### src/hdl/phip_pkg.sv
// Package for the PCI hardware-ID parser.
// Holds the beat and result types, status codes, keyword tables and hex decode.
// No dependencies.
package phip_pkg;

  localparam int unsigned FIELD_W  = 32;
  localparam int unsigned NUM_KEYS = 4;
  localparam int unsigned KEY_MAX  = 7;

  localparam logic [1:0] ST_OK         = 2'd0;
  localparam logic [1:0] ST_BAD_PREFIX = 2'd1;
  localparam logic [1:0] ST_UNKNOWN    = 2'd2;

  localparam logic [FIELD_W-1:0] SAT_LIMIT = 32'h0FFF_FFFF;
  localparam logic [FIELD_W-1:0] SAT_VALUE = 32'hFFFF_FFFF;

  localparam logic [7:0] CH_AMP = 8'h26;

  typedef struct packed {
    logic [7:0] ch;
    logic       last;
  } beat_t;

  typedef struct packed {
    logic [FIELD_W-1:0] vendor_id;
    logic [FIELD_W-1:0] device_id;
    logic [FIELD_W-1:0] subsystem_id;
    logic [FIELD_W-1:0] revision;
    logic [1:0]         status;
  } result_t;

  function automatic logic [7:0] prefix_char(input logic [1:0] pos);
    logic [7:0] c;
    case (pos)
      2'd0:    c = 8'h50;
      2'd1:    c = 8'h43;
      2'd2:    c = 8'h49;
      default: c = 8'h5C;
    endcase
    return c;
  endfunction

  function automatic logic [2:0] key_len(input logic [1:0] k);
    return (k == 2'd2) ? 3'd7 : 3'd4;
  endfunction

  function automatic logic [7:0] key_char(input logic [1:0] k, input logic [2:0] pos);
    logic [7:0] c;
    c = 8'h00;
    case (k)
      2'd0: begin
        case (pos)
          3'd0:    c = 8'h56;
          3'd1:    c = 8'h45;
          3'd2:    c = 8'h4E;
          3'd3:    c = 8'h5F;
          default: c = 8'h00;
        endcase
      end
      2'd1: begin
        case (pos)
          3'd0:    c = 8'h44;
          3'd1:    c = 8'h45;
          3'd2:    c = 8'h56;
          3'd3:    c = 8'h5F;
          default: c = 8'h00;
        endcase
      end
      2'd2: begin
        case (pos)
          3'd0:    c = 8'h53;
          3'd1:    c = 8'h55;
          3'd2:    c = 8'h42;
          3'd3:    c = 8'h53;
          3'd4:    c = 8'h59;
          3'd5:    c = 8'h53;
          3'd6:    c = 8'h5F;
          default: c = 8'h00;
        endcase
      end
      default: begin
        case (pos)
          3'd0:    c = 8'h52;
          3'd1:    c = 8'h45;
          3'd2:    c = 8'h56;
          3'd3:    c = 8'h5F;
          default: c = 8'h00;
        endcase
      end
    endcase
    return c;
  endfunction

  // Returns {is_hex, digit}.
  function automatic logic [4:0] hex_decode(input logic [7:0] c);
    logic [4:0] r;
    logic [7:0] t;
    r = 5'd0;
    t = 8'd0;
    if (c inside {[8'h30:8'h39]}) begin
      t = c - 8'h30;
      r = {1'b1, t[3:0]};
    end else if (c inside {[8'h61:8'h66]}) begin
      t = c - 8'h57;
      r = {1'b1, t[3:0]};
    end else if (c inside {[8'h41:8'h46]}) begin
      t = c - 8'h37;
      r = {1'b1, t[3:0]};
    end
    return r;
  endfunction

endpackage

### src/hdl/phip_in_reg.sv
// Input register of the PCI hardware-ID parser.
// Captures one character beat and holds it until the parse stage takes it.
// Depends on phip_pkg.
module phip_in_reg (
  input  logic          clk,
  input  logic          rst,
  input  logic          in_valid,
  input  logic          advance,
  input  phip_pkg::beat_t beat_in,
  output logic          s1_valid,
  output phip_pkg::beat_t beat_q
);
  import phip_pkg::*;

  logic take;

  assign take = in_valid && advance;

  always_ff @(posedge clk) begin
    if (rst) begin
      s1_valid <= 1'b0;
    end else if (take) begin
      s1_valid <= 1'b1;
    end else if (advance) begin
      s1_valid <= 1'b0;
    end
  end

  always_ff @(posedge clk) begin
    if (take) begin
      beat_q <= beat_in;
    end
  end

endmodule

### src/hdl/phip_core.sv
// Parse stage of the PCI hardware-ID parser.
// Holds the prefix, keyword and value state and updates it once per beat.
// Depends on phip_pkg.
module phip_core (
  input  logic              clk,
  input  logic              rst,
  input  logic              step,
  input  phip_pkg::beat_t   beat,
  output phip_pkg::result_t result
);
  import phip_pkg::*;

  typedef enum logic [2:0] {
    PH_PREFIX,
    PH_KEY,
    PH_VALUE,
    PH_SKIP,
    PH_STOPPED,
    PH_BAD
  } phase_t;

  phase_t             phase, phase_next;
  logic [2:0]         match_pos, match_pos_next;
  logic [3:0]         key_candidates, key_candidates_next;
  logic [1:0]         target_field, target_field_next;
  logic [FIELD_W-1:0] fields [NUM_KEYS];
  logic [FIELD_W-1:0] fields_next [NUM_KEYS];

  logic [3:0]         keep;
  logic [2:0]         pos_inc;
  logic               key_done;
  logic [1:0]         key_hit;
  logic [4:0]         hex;
  logic [FIELD_W-1:0] cur;

  always_comb begin
    phase_next          = phase;
    match_pos_next      = match_pos;
    key_candidates_next = key_candidates;
    target_field_next   = target_field;
    for (int i = 0; i < NUM_KEYS; i++) begin
      fields_next[i] = fields[i];
    end
    keep     = 4'd0;
    pos_inc  = match_pos + 3'd1;
    key_done = 1'b0;
    key_hit  = 2'd0;
    hex      = hex_decode(beat.ch);
    cur      = fields[target_field];

    case (phase)
      PH_PREFIX: begin
        if (match_pos[2] == 1'b0 && beat.ch == prefix_char(match_pos[1:0])) begin
          if (match_pos == 3'd3) begin
            phase_next          = PH_KEY;
            match_pos_next      = 3'd0;
            key_candidates_next = 4'hF;
          end else begin
            match_pos_next = pos_inc;
          end
        end else begin
          phase_next = PH_BAD;
        end
      end
      PH_KEY: begin
        for (int k = 0; k < NUM_KEYS; k++) begin
          if (key_candidates[k] && match_pos < key_len(2'(k)) &&
              key_char(2'(k), match_pos) == beat.ch) begin
            keep[k] = 1'b1;
          end
        end
        key_candidates_next = keep;
        if (keep == 4'd0) begin
          phase_next = PH_STOPPED;
        end else begin
          match_pos_next = pos_inc;
          for (int k = NUM_KEYS - 1; k >= 0; k--) begin
            if (keep[k] && pos_inc == key_len(2'(k))) begin
              key_done = 1'b1;
              key_hit  = 2'(k);
            end
          end
          if (key_done) begin
            target_field_next    = key_hit;
            fields_next[key_hit] = '0;
            phase_next           = PH_VALUE;
          end
        end
      end
      PH_VALUE: begin
        if (beat.ch == CH_AMP) begin
          phase_next          = PH_KEY;
          match_pos_next      = 3'd0;
          key_candidates_next = 4'hF;
        end else if (!hex[4]) begin
          phase_next = PH_SKIP;
        end else if (cur > SAT_LIMIT) begin
          fields_next[target_field] = SAT_VALUE;
        end else begin
          fields_next[target_field] = {cur[FIELD_W-5:0], hex[3:0]};
        end
      end
      PH_SKIP: begin
        if (beat.ch == CH_AMP) begin
          phase_next          = PH_KEY;
          match_pos_next      = 3'd0;
          key_candidates_next = 4'hF;
        end
      end
      default: begin
      end
    endcase
  end

  always_comb begin
    if (phase_next == PH_PREFIX || phase_next == PH_BAD) begin
      result.status = ST_BAD_PREFIX;
    end else if (phase_next == PH_KEY || phase_next == PH_STOPPED) begin
      result.status = ST_UNKNOWN;
    end else begin
      result.status = ST_OK;
    end
    if (result.status == ST_BAD_PREFIX) begin
      result.vendor_id    = '0;
      result.device_id    = '0;
      result.subsystem_id = '0;
      result.revision     = '0;
    end else begin
      result.vendor_id    = fields_next[0];
      result.device_id    = fields_next[1];
      result.subsystem_id = fields_next[2];
      result.revision     = fields_next[3];
    end
  end

  always_ff @(posedge clk) begin
    if (rst || (step && beat.last)) begin
      phase          <= PH_PREFIX;
      match_pos      <= 3'd0;
      key_candidates <= 4'hF;
      target_field   <= 2'd0;
      for (int i = 0; i < NUM_KEYS; i++) begin
        fields[i] <= '0;
      end
    end else if (step) begin
      phase          <= phase_next;
      match_pos      <= match_pos_next;
      key_candidates <= key_candidates_next;
      target_field   <= target_field_next;
      for (int i = 0; i < NUM_KEYS; i++) begin
        fields[i] <= fields_next[i];
      end
    end
  end

endmodule

### src/hdl/phip_out_reg.sv
// Result register of the PCI hardware-ID parser.
// Holds one finished result beat until the receiver takes it.
// Depends on phip_pkg.
module phip_out_reg (
  input  logic              clk,
  input  logic              rst,
  input  logic              load,
  input  phip_pkg::result_t result_in,
  input  logic              out_stall,
  output logic              out_valid,
  output phip_pkg::result_t result_q
);
  import phip_pkg::*;

  always_ff @(posedge clk) begin
    if (rst) begin
      out_valid <= 1'b0;
    end else if (load) begin
      out_valid <= 1'b1;
    end else if (!out_stall) begin
      out_valid <= 1'b0;
    end
  end

  always_ff @(posedge clk) begin
    if (load) begin
      result_q <= result_in;
    end
  end

endmodule

### src/hdl/pci_hardware_id_parser.sv
// Top level of the PCI hardware-ID parser.
// Depends on phip_pkg, phip_in_reg, phip_core and phip_out_reg.
//
// The input channel carries one ASCII character per beat (ch, with last on
// the final character of an ID string). The string must start with the PCI
// prefix and a backslash, then tokens split at '&' that start with VEN_,
// DEV_, SUBSYS_ or REV_; the hex digits after each keyword fill that field.
// The output channel carries one result beat per string: the four fields
// and a status (ok, bad prefix, or stopped at an unknown token).
// A character beat is taken in every cycle in which in_stall is low. Once
// the last character of a string is accepted, it is held in the input
// register, and the combinational parse logic then writes the result of the
// string into the result register.
// Throughput is one character per cycle while in_stall is low, set by the single parse stage.
// While the receiver stalls with a result held, characters keep flowing
// until the next last character reaches the parse stage; in_stall then
// rises until the result register is free.
// Reset clears both valid flags and returns the parser to prefix matching.
module pci_hardware_id_parser (
  input  logic        clk,
  input  logic        rst,
  input  logic        in_valid,
  output logic        in_stall,
  input  logic [7:0]  ch,
  input  logic        last,
  output logic        out_valid,
  input  logic        out_stall,
  output logic [31:0] vendor_id,
  output logic [31:0] device_id,
  output logic [31:0] subsystem_id,
  output logic [31:0] revision,
  output logic [1:0]  status
);
  import phip_pkg::*;

  beat_t   beat_in, beat_q;
  result_t result_d, result_q;
  logic    s1_valid, advance, out_free, step;

  assign beat_in.ch   = ch;
  assign beat_in.last = last;

  assign out_free = !out_valid || !out_stall;
  assign advance  = !s1_valid || !beat_q.last || out_free;
  assign step     = s1_valid && advance;
  assign in_stall = !advance;

  phip_in_reg u_in (
    .clk      (clk),
    .rst      (rst),
    .in_valid (in_valid),
    .advance  (advance),
    .beat_in  (beat_in),
    .s1_valid (s1_valid),
    .beat_q   (beat_q)
  );

  phip_core u_core (
    .clk    (clk),
    .rst    (rst),
    .step   (step),
    .beat   (beat_q),
    .result (result_d)
  );

  phip_out_reg u_out (
    .clk       (clk),
    .rst       (rst),
    .load      (step && beat_q.last),
    .result_in (result_d),
    .out_stall (out_stall),
    .out_valid (out_valid),
    .result_q  (result_q)
  );

  assign vendor_id    = result_q.vendor_id;
  assign device_id    = result_q.device_id;
  assign subsystem_id = result_q.subsystem_id;
  assign revision     = result_q.revision;
  assign status       = result_q.status;

endmodule

### config.mk
export PLATFORM = sky130hd
export DESIGN_NAME = pci_hardware_id_parser
export DESIGN_NICKNAME = d
export VERILOG_FILES = /design/src/hdl/phip_pkg.sv /design/src/hdl/phip_in_reg.sv /design/src/hdl/phip_core.sv /design/src/hdl/phip_out_reg.sv /design/src/hdl/pci_hardware_id_parser.sv
export SDC_FILE = /design/constraint.sdc
export NUM_CORES = 1
export LEC_CHECK = 0
export CAP_MARGIN = 20
export CORE_MARGIN = 2
export CORE_UTILIZATION = 50
export CTS_BUF_LIST = sky130_fd_sc_hd__clkbuf_4 sky130_fd_sc_hd__clkbuf_8
export DETAILED_ROUTE_END_ITERATION = 12
export DONT_BUFFER_PORTS = 1
export HOLD_SLACK_MARGIN = 0.02
export PLACE_DENSITY = 0.75
export SETUP_SLACK_MARGIN = 0.4
export SKIP_CTS_REPAIR_TIMING = 1
export SKIP_LAST_GASP = 1
export SLEW_MARGIN = 20
export SYNTH_ARGS = -nofsm -noshare
export SYNTH_HDL_FRONTEND = slang
export SYNTH_SLANG_ARGS = --single-unit
### constraint.sdc
create_clock -name clk -period 10.5 [get_ports clk]
set_input_delay 0.525 -clock clk [delete_from_list [all_inputs] [get_ports clk]]
set_output_delay 0.525 -clock clk [all_outputs]
set_load 0.1 [all_outputs]
# [After elaboration in Yosys (flattened, before gate mapping)]
# Memories as Yosys holds them, arrays and structs flattened. A register that Yosys moved wholly into a read port is not among the register bits.
# Cells that the tools add are included.
[word_totals] regBits=153 output_inout_bits=132 inputBits=13 mem_bits_rw=128 wordCells=192 n_memories=1
[memory_table] memory="u_core.fields" depth=4 word_bits=32 read_ports=5 rd_ports_with_merged_regs=1 write_ports=4 line_no="phip_core.sv:26" source="logic [FIELD_W-1:0] fields [NUM_KEYS];"
[op_classes] addsub=4 n_eq_ne=28 n_reduce_logical=44 n_bitwise=11 muxes=78 n_lt_le_gt_ge=13
[ops] cell="128-bit 2-to-1 mux" count=5
[ops] cell="128-bit one-hot mux with 2 select lines" count=1
[ops] cell="32-bit 2-to-1 mux" count=6
[ops] cell="128-bit bitwise AND" count=1
[ops] cell="128-bit bitwise mux" count=1
[ops] cell="32-bit demux with 2-bit select" count=2
[ops] cell="128-bit NOT" count=1
[ops] cell="128-bit OR" count=1
[ops] cell="7-bit one-hot mux with 4 select lines" count=3
[ops] cell="8-bit equality test" count=5
[ops] cell="8-bit 2-to-1 mux" count=5
[ops] cell="7-bit one-hot mux with 5 select lines" count=1
[ops] cell="3-bit 2-to-1 mux" count=11
[ops] cell="32-bit by 28-bit greater-than comparator with 1-bit output, second input constant" count=1
[ops] cell="1-bit 2-to-1 mux" count=23
[ops] cell="3-bit equality test, second input constant" count=7
[ops] cell="1-bit logical AND" count=21
[ops] cell="2-bit 2-to-1 mux" count=10
[ops] cell="8-bit by 7-bit >= comparator with 1-bit output, second input constant" count=2
[ops] cell="8-bit by 7-bit less-or-equal comparator with 1-bit output, second input constant" count=2
[ops] cell="5-bit 2-to-1 mux" count=3
[ops] cell="5-bit one-hot mux with 3 select lines" count=1
[ops] cell="3-bit by 2-bit equality test with 1-bit output, second input constant" count=4
[ops] cell="4-bit 2-to-1 mux" count=3
[ops] cell="31 further kinds" count=58

# [Depth between registers and ports, before layout]
# Gate-level depths: netlist (run 1).
[logic_depth] word_depth=25 depth_mapped=14 mapped_depth_nobuf=9

# [Modules after synthesis]
# From an unflattened synthesis (run 1), not the netlist that was laid out.
[hier_totals] hier_cells=1351 hier_area_um2=14388.8
[modules_own_cells] module="phip_core" n_inst=1 area_per_inst_um2=10109.7 seq_area_each_um2=4124.0 cells_per_inst=1199
[modules_own_cells] module="phip_out_reg" n_inst=1 area_per_inst_um2=3932.5 seq_area_each_um2=3923.8 cells_per_inst=133
[modules_own_cells] module="phip_in_reg" n_inst=1 area_per_inst_um2=311.5 seq_area_each_um2=290.3 cells_per_inst=13
[modules_own_cells] module="pci_hardware_id_parser" n_inst=1 area_per_inst_um2=35.0 seq_area_each_um2=0.0 cells_per_inst=6

# [Worst setup path before layout (run 1)]
# OpenSTA, ideal clock, no wires.
[synth_timing] path_kind="register to register" start="register u_out.out_valid" end="memory u_core.fields[0][0] (data pin)" setup_ps=266 required_time_ps=10234 synth_period_minus_slack_ps=9298 t_arrival_ps=9032 slack_ps=1202 stages_incl_launch_ff=7 n_path_buf=2 cell_sequence="dfxtp_1 > a21oi_1 > nor2_1 > nand2_1 > clkbuf_1 > clkbuf_1 > nor2_1"
[synth_rtl] item="start, declared" line_no="phip_out_reg.sv:10" source="output logic out_valid,"
[synth_rtl] item="start signal, assigned" line_no="phip_out_reg.sv:17" source="out_valid <= 1'b0;"
[synth_rtl] item="start signal, assigned" line_no="phip_out_reg.sv:19" source="out_valid <= 1'b1;"
[synth_rtl] item="start signal, assigned" line_no="phip_out_reg.sv:21" source="out_valid <= 1'b0;"
[synth_rtl] item="end, declared" line_no="phip_core.sv:26"

==> results of run 1 <==
==> flip-flops by register name, summed over array words and instances (netlist names), named ones only <==
name                   flops
u_core.fields            128
u_core.key_candidates      4
u_core.match_pos           3
u_core.phase               3
u_core.target_field        2
u_in.beat_q                9
u_in.s1_valid              1
u_out.out_valid            1
u_out.result_q           130
==> final timing paths <==
kind / start / end / slack, ns
max: u_core.match_pos[2] / u_core.fields[1][6] / 6.26
min: last / u_in.beat_q[0] / 0.06
max reg2reg: u_core.match_pos[2] / u_core.fields[1][6] / 6.26
min reg2reg: u_core.key_candidates[2] / u_core.key_candidates[2] / 0.48
==> layout make-up <==
class | count | area [sq um]
clock inverter | 22 | 104
timing repair buffer | 19 | 145
tap | 341 | 427
fill | 2235 | 12200
inverter | 17 | 66.3
sequential | 283 | 8340
clock buffer | 54 | 687
multi-input combinational | 803 | 4870
==> through the flow <==
stage	setup WS, ns	hold WS, ns	util	total power (uW)	instances
2_1_floorplan	1.20	0.436	-	1600	1193
3_5_place_dp	6.35	0.467	0.515	1650	1462
4_1_cts	6.30	0.00427	0.544	2500	1538
5_1_grt	5.90	0.0469	0.545	2560	1539
6_report	6.26	0.0595	0.545	2490	1539
3_3_place_gp	6.39	0.452	0.515	1640	1462
==> kinds of logic (layout without fill, tap and decap cells) <==
kind of cell / after synthesis / count (layout) / share of synthesized area
flip-flops: 283 / 283 / 0.613
buffers and inverters: 107 / 112 / 0.0337
AND/OR/NAND/NOR: 488 / 488 / 0.152
adder cells (fa/ha/maj): 13 / 13 / 0.0120
AO/OA/AOI/OAI: 255 / 255 / 0.129
multiplexers: 40 / 40 / 0.0553
XOR/XNOR: 7 / 7 / 0.00506
==> power by group <==
part	internal [uW]	switching, uW
Sequential	1290	157
Combinational	50.5	125
Clock	432	427
Total	1780	710
==> worst register-to-register path, cell delays in order, from the launching register on <==
cell and delay (ns):
sky130_fd_sc_hd__dfxtp_1 0.64, sky130_fd_sc_hd__inv_1 0.18, sky130_fd_sc_hd__ha_1 0.45, sky130_fd_sc_hd__or4_4 0.65
sky130_fd_sc_hd__a31oi_1 0.50, sky130_fd_sc_hd__nor2_1 0.13, sky130_fd_sc_hd__a31oi_2 0.78, sky130_fd_sc_hd__buf_4 0.44
sky130_fd_sc_hd__a21oi_1 0.18, sky130_fd_sc_hd__nor2_1 0.11
==> per-layer routing <==
layer	up-vias	part of all wire	GRT usage	routed length, um
met5	-	0	0	0
met4	0	0.032	0.0944	1110
met3	79	0.10	0.0533	3530
met2	586	0.46	0.372	16000
met1	4663	0.40	0.325	13900
li1	4338	-	-	-
==> cell usage in the layout, fill, tap and decap left out, drive strengths merged, types with 4 or more instances in the layout <==
cell    instances
or2             8
a21oi         104
a31oi          77
clkinv         20
o221a          20
dfxtp          16
nor2b           6
nor2          389
nand3           7
edfxtp        267
nor4            4
nand2          29
ha             13
or4             7
o211ai          9
inv            19
mux2i          11
or4b            4
buf            18
o21ai          10
a211oi          4
and2            8
clkbuf         54
mux4           28
xnor2           5
nand4           4
==> run_summary.xml, run 1 <==
<?xml version="1.0" encoding="UTF-8"?>
<metrics>
  <group name="grt">
    <metric name="grt_pass1_wl" unit="mm">52.8</metric>
    <metric name="vias_in_the_first_global_route" unit="">9240</metric>
    <metric name="globalRoute.totalOverflow" unit="">0</metric>
    <metric name="antenna_found_initial" unit="">0</metric>
    <metric name="pin_count_of_the_biggest_net_entering_global_routing" unit="">103</metric>
    <metric name="gr-usage-all-layers" unit="">0.238</metric>
  </group>
  <group name="yosys">
    <metric name="ys_types" unit="">74</metric>
    <metric name="async_reset_ff_frac" unit="">0</metric>
    <metric name="postSynth.topFlopCell" unit="">sky130_fd_sc_hd__edfxtp_1</metric>
    <metric name="ys_top_cells_by_area" unit="">sky130_fd_sc_hd__edfxtp_1 59%, sky130_fd_sc_hd__nor2_1 11%, sky130_fd_sc_hd__mux4_2 4.6%</metric>
    <metric name="synth-edff-count" unit="">267</metric>
    <metric name="synth.avg_cell_area" unit="sq um">11.4</metric>
    <metric name="synthMostInstantiatedCell" unit="">sky130_fd_sc_hd__nor2_1</metric>
    <metric name="ys_top_cells_by_count" unit="">389 x sky130_fd_sc_hd__nor2_1, 267 x sky130_fd_sc_hd__edfxtp_1, 83 x sky130_fd_sc_hd__a21oi_1</metric>
    <metric name="yosys_warnings" unit="">0</metric>
    <metric name="ys_ff_latch" unit="">283</metric>
    <metric name="post_synthesis_net_count" unit="">1219</metric>
    <metric name="synthCells" unit="">1193</metric>
    <metric name="synth_area_leader_cell" unit="">sky130_fd_sc_hd__edfxtp_1</metric>
    <metric name="yosysTopAreaCellShare" unit="">0.589</metric>
    <metric name="syn-cell-area" unit="sq mm">0.0136</metric>
    <metric name="seq_area_frac_synth" unit="">0.613</metric>
  </group>
  <group name="clocking">
    <metric name="clock_sinks" unit="">283</metric>
    <metric name="htree_levels" unit="">2</metric>
    <metric name="cts_tree" unit="">built</metric>
    <metric name="clock_tree.buffer_depth" unit="">3</metric>
    <metric name="numCtsBuffers" unit="">44</metric>
    <metric name="cell_at_the_root_of_the_clock_tree" unit="">sky130_fd_sc_hd__clkbuf_8</metric>
    <metric name="clkTransAtPathRegs" unit="ns">0.06</metric>
    <metric name="clk-insertion-delay-late" unit="ns">0.57</metric>
  </group>
  <group name="setup_path">
    <metric name="timing.critical_path.max_delay_family" unit="">compound AO/OA/AOI/OAI gates</metric>
    <metric name="worst-path-buf-inv" unit="">2</metric>
    <metric name="cp-start-kind" unit="">flip-flop</metric>
    <metric name="sort_of_element_at_the_end_of_the_critical_path" unit="">flip-flop</metric>
    <metric name="crit_required" unit="ns">10.89</metric>
    <metric name="cp.arrival" unit="ns">4.63</metric>
    <metric name="path_cells" unit="">inv_1 &gt; ha_1 &gt; or4_4 &gt; a31oi_1 &gt; nor2_1 &gt; a31oi_2 &gt; buf_4 &gt; a21oi_1 &gt; nor2_1</metric>
    <metric name="crit_path_top_delay_cell" unit="">sky130_fd_sc_hd__a31oi_2</metric>
    <metric name="cpPeakStageDelay" unit="ns">0.78</metric>
    <metric name="startpoint_to_endpoint_class_of_the_critical_path" unit="">reg2reg</metric>
    <metric name="r2r_cells" unit="">9</metric>
    <metric name="crit_cells" unit="">9</metric>
    <metric name="worst_path_most_repeated_cell" unit="">sky130_fd_sc_hd__nor2_1</metric>
    <metric name="critPathMaxFanout" unit="">19</metric>
  </group>
  <group name="routing">
    <metric name="wl" unit="mm">34.6</metric>
    <metric name="post-route-drc-count" unit="">0</metric>
    <metric name="drt_iter0_markers" unit="">1132</metric>
    <metric name="drt_first_pass_iters" unit="">7</metric>
    <metric name="average_vias_per_placed_instance" unit="">6.28</metric>
    <metric name="post_drt_wl_per_cell" unit="um">22.5</metric>
    <metric name="via_count" unit="">9666</metric>
    <metric name="postRouteAntennaNets" unit="">0</metric>
  </group>
  <group name="sta">
    <metric name="maxSlewViolCount" unit="">0</metric>
    <metric name="max_freq" unit="GHz">0.236</metric>
    <metric name="worst-slew-pin-transition" unit="ns">1.08</metric>
    <metric name="clock-skew-final" unit="ns">0.0311</metric>
    <metric name="hold_viol_final" unit="">0</metric>
    <metric name="slew_headroom" unit="">0.277</metric>
    <metric name="grt_setup_unrepaired" unit="">false</metric>
    <metric name="layout_min_cycle_time" unit="ns">4.24</metric>
    <metric name="fin_setup_tns" unit="ns">0</metric>
    <metric name="setup_viol" unit="">0</metric>
    <metric name="timing.final.crit_share" unit="">0.404</metric>
  </group>
  <group name="place">
    <metric name="gpl.final_weighted_congestion" unit="">0.893</metric>
    <metric name="place.port_buffers" unit="">0</metric>
    <metric name="place.detailed.hpwl" unit="mm">21.5</metric>
    <metric name="placedInstanceArea" unit="sq mm">0.0138</metric>
  </group>
  <group name="run_status">
    <metric name="run_status" unit="">completed</metric>
  </group>
  <group name="floorplanning">
    <metric name="fp.dieH" unit="um">169</metric>
    <metric name="fp.dieW" unit="um">169</metric>
    <metric name="io-pin-count" unit="">145</metric>
    <metric name="placementRows" unit="">60</metric>
    <metric name="initial_core_util" unit="">0.506</metric>
    <metric name="coreArea" unit="sq mm">0.0269</metric>
    <metric name="die-area" unit="sq mm">0.0286</metric>
  </group>
  <group name="cells_and_area">
    <metric name="fin_area" unit="sq mm">0.0146</metric>
    <metric name="post_route_cells_drive_above_1_share" unit="">0.128</metric>
    <metric name="areaGrowthSynthToFinish" unit="%">7.58</metric>
    <metric name="num-nets-final" unit="">1194</metric>
    <metric name="insertedDiodeCount" unit="">0</metric>
  </group>
  <group name="run">
    <metric name="maximum_capacitance_violations" unit="">0</metric>
  </group>
  <group name="power">
    <metric name="max-vdd-ir-drop" unit="V">0.0000884</metric>
    <metric name="power-per-cell-area" unit="mW/mm^2">170</metric>
    <metric name="power.leakage" unit="uW">0.00502</metric>
  </group>
  <group name="worst_hold_path">
    <metric name="hold-path-cell-count" unit="">0</metric>
    <metric name="holdCritPathClass" unit="">in2reg</metric>
  </group>
</metrics>
Note: power is estimated with default switching activity, not from simulation.
==> run 2, diff against run 1 <==
==> constraint.sdc (replaced) <==
create_clock -name clk -period 4.05 [get_ports clk]
set_input_delay 0.2025 -clock clk [delete_from_list [all_inputs] [get_ports clk]]
set_output_delay 0.2025 -clock clk [all_outputs]
set_load 0.1 [all_outputs]
==> run 2 against run 1 <==
Utilization up 2.1 points. Global-route usage increased by 0.74 points. Power rose to 2.7 times the previous value. Die area unchanged. Critical endpoint is now u_core.fields[2][17]. Largest cell class unchanged. Largest power group unchanged.
==> run_summary.xml, run 2 (synthesis gave the netlist of run 1 again) <==
<?xml version="1.0" encoding="UTF-8"?>
<metrics>
  <group name="run_status">
    <metric name="run_status" unit="">completed</metric>
  </group>
  <group name="setup_path">
    <metric name="cp.arrival" unit="ns">3.81</metric>
    <metric name="critPathMaxFanout" unit="">21</metric>
    <metric name="worst_path_most_repeated_cell" unit="">sky130_fd_sc_hd__a31oi_1</metric>
    <metric name="startpoint_to_endpoint_class_of_the_critical_path" unit="">reg2reg</metric>
    <metric name="worst-path-buf-inv" unit="">1</metric>
    <metric name="timing.critical_path.max_delay_family" unit="">compound AO/OA/AOI/OAI gates</metric>
    <metric name="sort_of_element_at_the_end_of_the_critical_path" unit="">flip-flop</metric>
    <metric name="crit_path_top_delay_cell" unit="">sky130_fd_sc_hd__or4_4</metric>
    <metric name="path_cells" unit="">ha_1 &gt; ha_4 &gt; or4_4 &gt; a31oi_1 &gt; o211ai_1 &gt; buf_4 &gt; a31oi_1 &gt; nor2_1</metric>
    <metric name="crit_required" unit="ns">4.35</metric>
    <metric name="cpPeakStageDelay" unit="ns">0.58</metric>
    <metric name="cp-start-kind" unit="">flip-flop</metric>
  </group>
  <group name="cells_and_area">
    <metric name="final_cell_mix" unit="">388 x sky130_fd_sc_hd__nor2_1, 267 x sky130_fd_sc_hd__edfxtp_1, 82 x sky130_fd_sc_hd__a21oi_1</metric>
    <metric name="largest_registers" unit="">u_out.result_q x130, u_core.fields x128, u_in.beat_q x9</metric>
    <metric name="multi_input_comb_area" unit="sq mm">0.00490</metric>
    <metric name="insertedDiodeCount" unit="">0</metric>
    <metric name="largest_register_ffs" unit="">130</metric>
    <metric name="post_route_cells_drive_above_1_share" unit="">0.156</metric>
    <metric name="layout.area.seq" unit="sq mm">0.00834</metric>
    <metric name="areaGrowthSynthToFinish" unit="%">11.8</metric>
    <metric name="registers.top_by_ff_count" unit="">u_out.result_q</metric>
    <metric name="final_common_cell" unit="">sky130_fd_sc_hd__nor2_1</metric>
    <metric name="fill_cells" unit="">2231</metric>
    <metric name="num-nets-final" unit="">1233</metric>
    <metric name="fin_area" unit="sq mm">0.0152</metric>
  </group>
  <group name="grt">
    <metric name="antenna_found_initial" unit="">0</metric>
    <metric name="grt_pass1_wl" unit="mm">54.3</metric>
    <metric name="vias_in_the_first_global_route" unit="">9568</metric>
    <metric name="globalRoute.totalOverflow" unit="">0</metric>
    <metric name="gr-usage-all-layers" unit="">0.245</metric>
    <metric name="pin_count_of_the_biggest_net_entering_global_routing" unit="">82</metric>
  </group>
  <group name="floorplanning">
    <metric name="die-area" unit="sq mm">0.0286</metric>
    <metric name="fp.dieH" unit="um">169</metric>
    <metric name="placementRows" unit="">60</metric>
    <metric name="coreArea" unit="sq mm">0.0269</metric>
    <metric name="initial_core_util" unit="">0.506</metric>
    <metric name="fp.dieW" unit="um">169</metric>
    <metric name="io-pin-count" unit="">145</metric>
  </group>
  <group name="clocking">
    <metric name="clk-insertion-delay-late" unit="ns">0.57</metric>
    <metric name="clock_sinks" unit="">283</metric>
    <metric name="cts_tree" unit="">built</metric>
    <metric name="cell_at_the_root_of_the_clock_tree" unit="">sky130_fd_sc_hd__clkbuf_8</metric>
    <metric name="clock_tree.buffer_depth" unit="">3</metric>
    <metric name="numCtsBuffers" unit="">46</metric>
    <metric name="htree_levels" unit="">2</metric>
    <metric name="clkTransAtPathRegs" unit="ns">0.07</metric>
  </group>
  <group name="sta">
    <metric name="worst-slew-pin-transition" unit="ns">1.07</metric>
    <metric name="hold_viol_final" unit="">0</metric>
    <metric name="grt_setup_unrepaired" unit="">true</metric>
    <metric name="max_freq" unit="GHz">0.285</metric>
    <metric name="maxSlewViolCount" unit="">0</metric>
    <metric name="fin_hold_ws" unit="ns">0.0623</metric>
    <metric name="timing.final.crit_share" unit="">0.867</metric>
    <metric name="fin_setup_tns" unit="ns">0</metric>
    <metric name="layout_min_cycle_time" unit="ns">3.51</metric>
    <metric name="clock-skew-final" unit="ns">0.0206</metric>
    <metric name="slew_headroom" unit="">0.284</metric>
    <metric name="setup_viol" unit="">0</metric>
  </group>
  <group name="place">
    <metric name="gpl.final_weighted_congestion" unit="">0.887</metric>
    <metric name="place.port_buffers" unit="">0</metric>
    <metric name="place.detailed.hpwl" unit="mm">22.9</metric>
    <metric name="placedInstanceArea" unit="sq mm">0.0141</metric>
  </group>
  <group name="routing">
    <metric name="postRouteAntennaNets" unit="">0</metric>
    <metric name="post_drt_wl_per_cell" unit="um">22.6</metric>
    <metric name="via_count" unit="">9970</metric>
    <metric name="drt_first_pass_iters" unit="">6</metric>
    <metric name="post-route-drc-count" unit="">0</metric>
    <metric name="drt_iter0_markers" unit="">1095</metric>
    <metric name="average_vias_per_placed_instance" unit="">6.31</metric>
    <metric name="wl" unit="mm">35.7</metric>
  </group>
  <group name="run">
    <metric name="maximum_capacitance_violations" unit="">0</metric>
  </group>
  <group name="power">
    <metric name="power-per-cell-area" unit="mW/mm^2">449</metric>
    <metric name="max-vdd-ir-drop" unit="V">0.000266</metric>
    <metric name="power.leakage" unit="uW">0.00534</metric>
    <metric name="total_power" unit="uW">6830</metric>
  </group>
  <group name="worst_hold_path">
    <metric name="holdCritPathClass" unit="">in2reg</metric>
  </group>
</metrics>
## run 2: changes by cell type in the layout (fill, tap and decap cells not counted), sizes merged
cell	delta
inv	-1
bufinv	+4
clkinvlp	+1
clkbuf	+2
buf	+25
dlygate4sd3	+12
clkinv	-1
## run 2: power by group
group / internal [uW] / switching [uW] / total [uW]
sequential: 3360 / 403 / 3760
clock: 1420 / 1160 / 2580
combinational: 152 / 338 / 491
## run 2: layer usage
metal | vias to the layer above | GRT usage | share of wire
met5 | - | 0 | 0
met4 | 0 | 0.0933 | 0.034
met3 | 102 | 0.0694 | 0.11
met2 | 608 | 0.381 | 0.46
met1 | 4835 | 0.330 | 0.39
li1 | 4425 | - | -
## run 2: through the flow
stage,instances,utilization,worst slack (ns)
after global placement,1486,0.525,0.393
after floorplan,1193,-,0.0450
after global routing,1581,0.566,0.394
after CTS,1568,0.560,0.359
after detailed placement,1487,0.525,0.364
final,1581,0.566,0.540
## run 2: cell type report
type	instances	share of cell area
multi-input combinational	803	0.322
timing repair buffer	56	0.0352
tap	341	0.0280
inverter	17	0.00444
sequential	283	0.548
clock inverter	25	0.0151
clock buffer	56	0.0465
## run 2: final timing paths
| path | end | slack (ns) | from | cells past startpoint |
|---|---|---|---|---|
| worst max-delay path | u_core.fields[2][17] | 0.54 | u_core.match_pos[0] | 8 |
| worst min-delay path | u_core.key_candidates[3] | 0.06 | out_stall | 4 |
| worst max register to register | u_core.fields[2][17] | 0.54 | u_core.match_pos[0] | 8 |
| worst min register to register | u_core.key_candidates[2] | 0.51 | u_core.key_candidates[2] | 2 |
## run 2: tightest hold or removal path, cell delays in order
cell                      delay [ns]
sky130_fd_sc_hd__a21oi_4        0.10
sky130_fd_sc_hd__nor2_1         0.05
sky130_fd_sc_hd__buf_4          0.18
sky130_fd_sc_hd__nand2_1        0.06
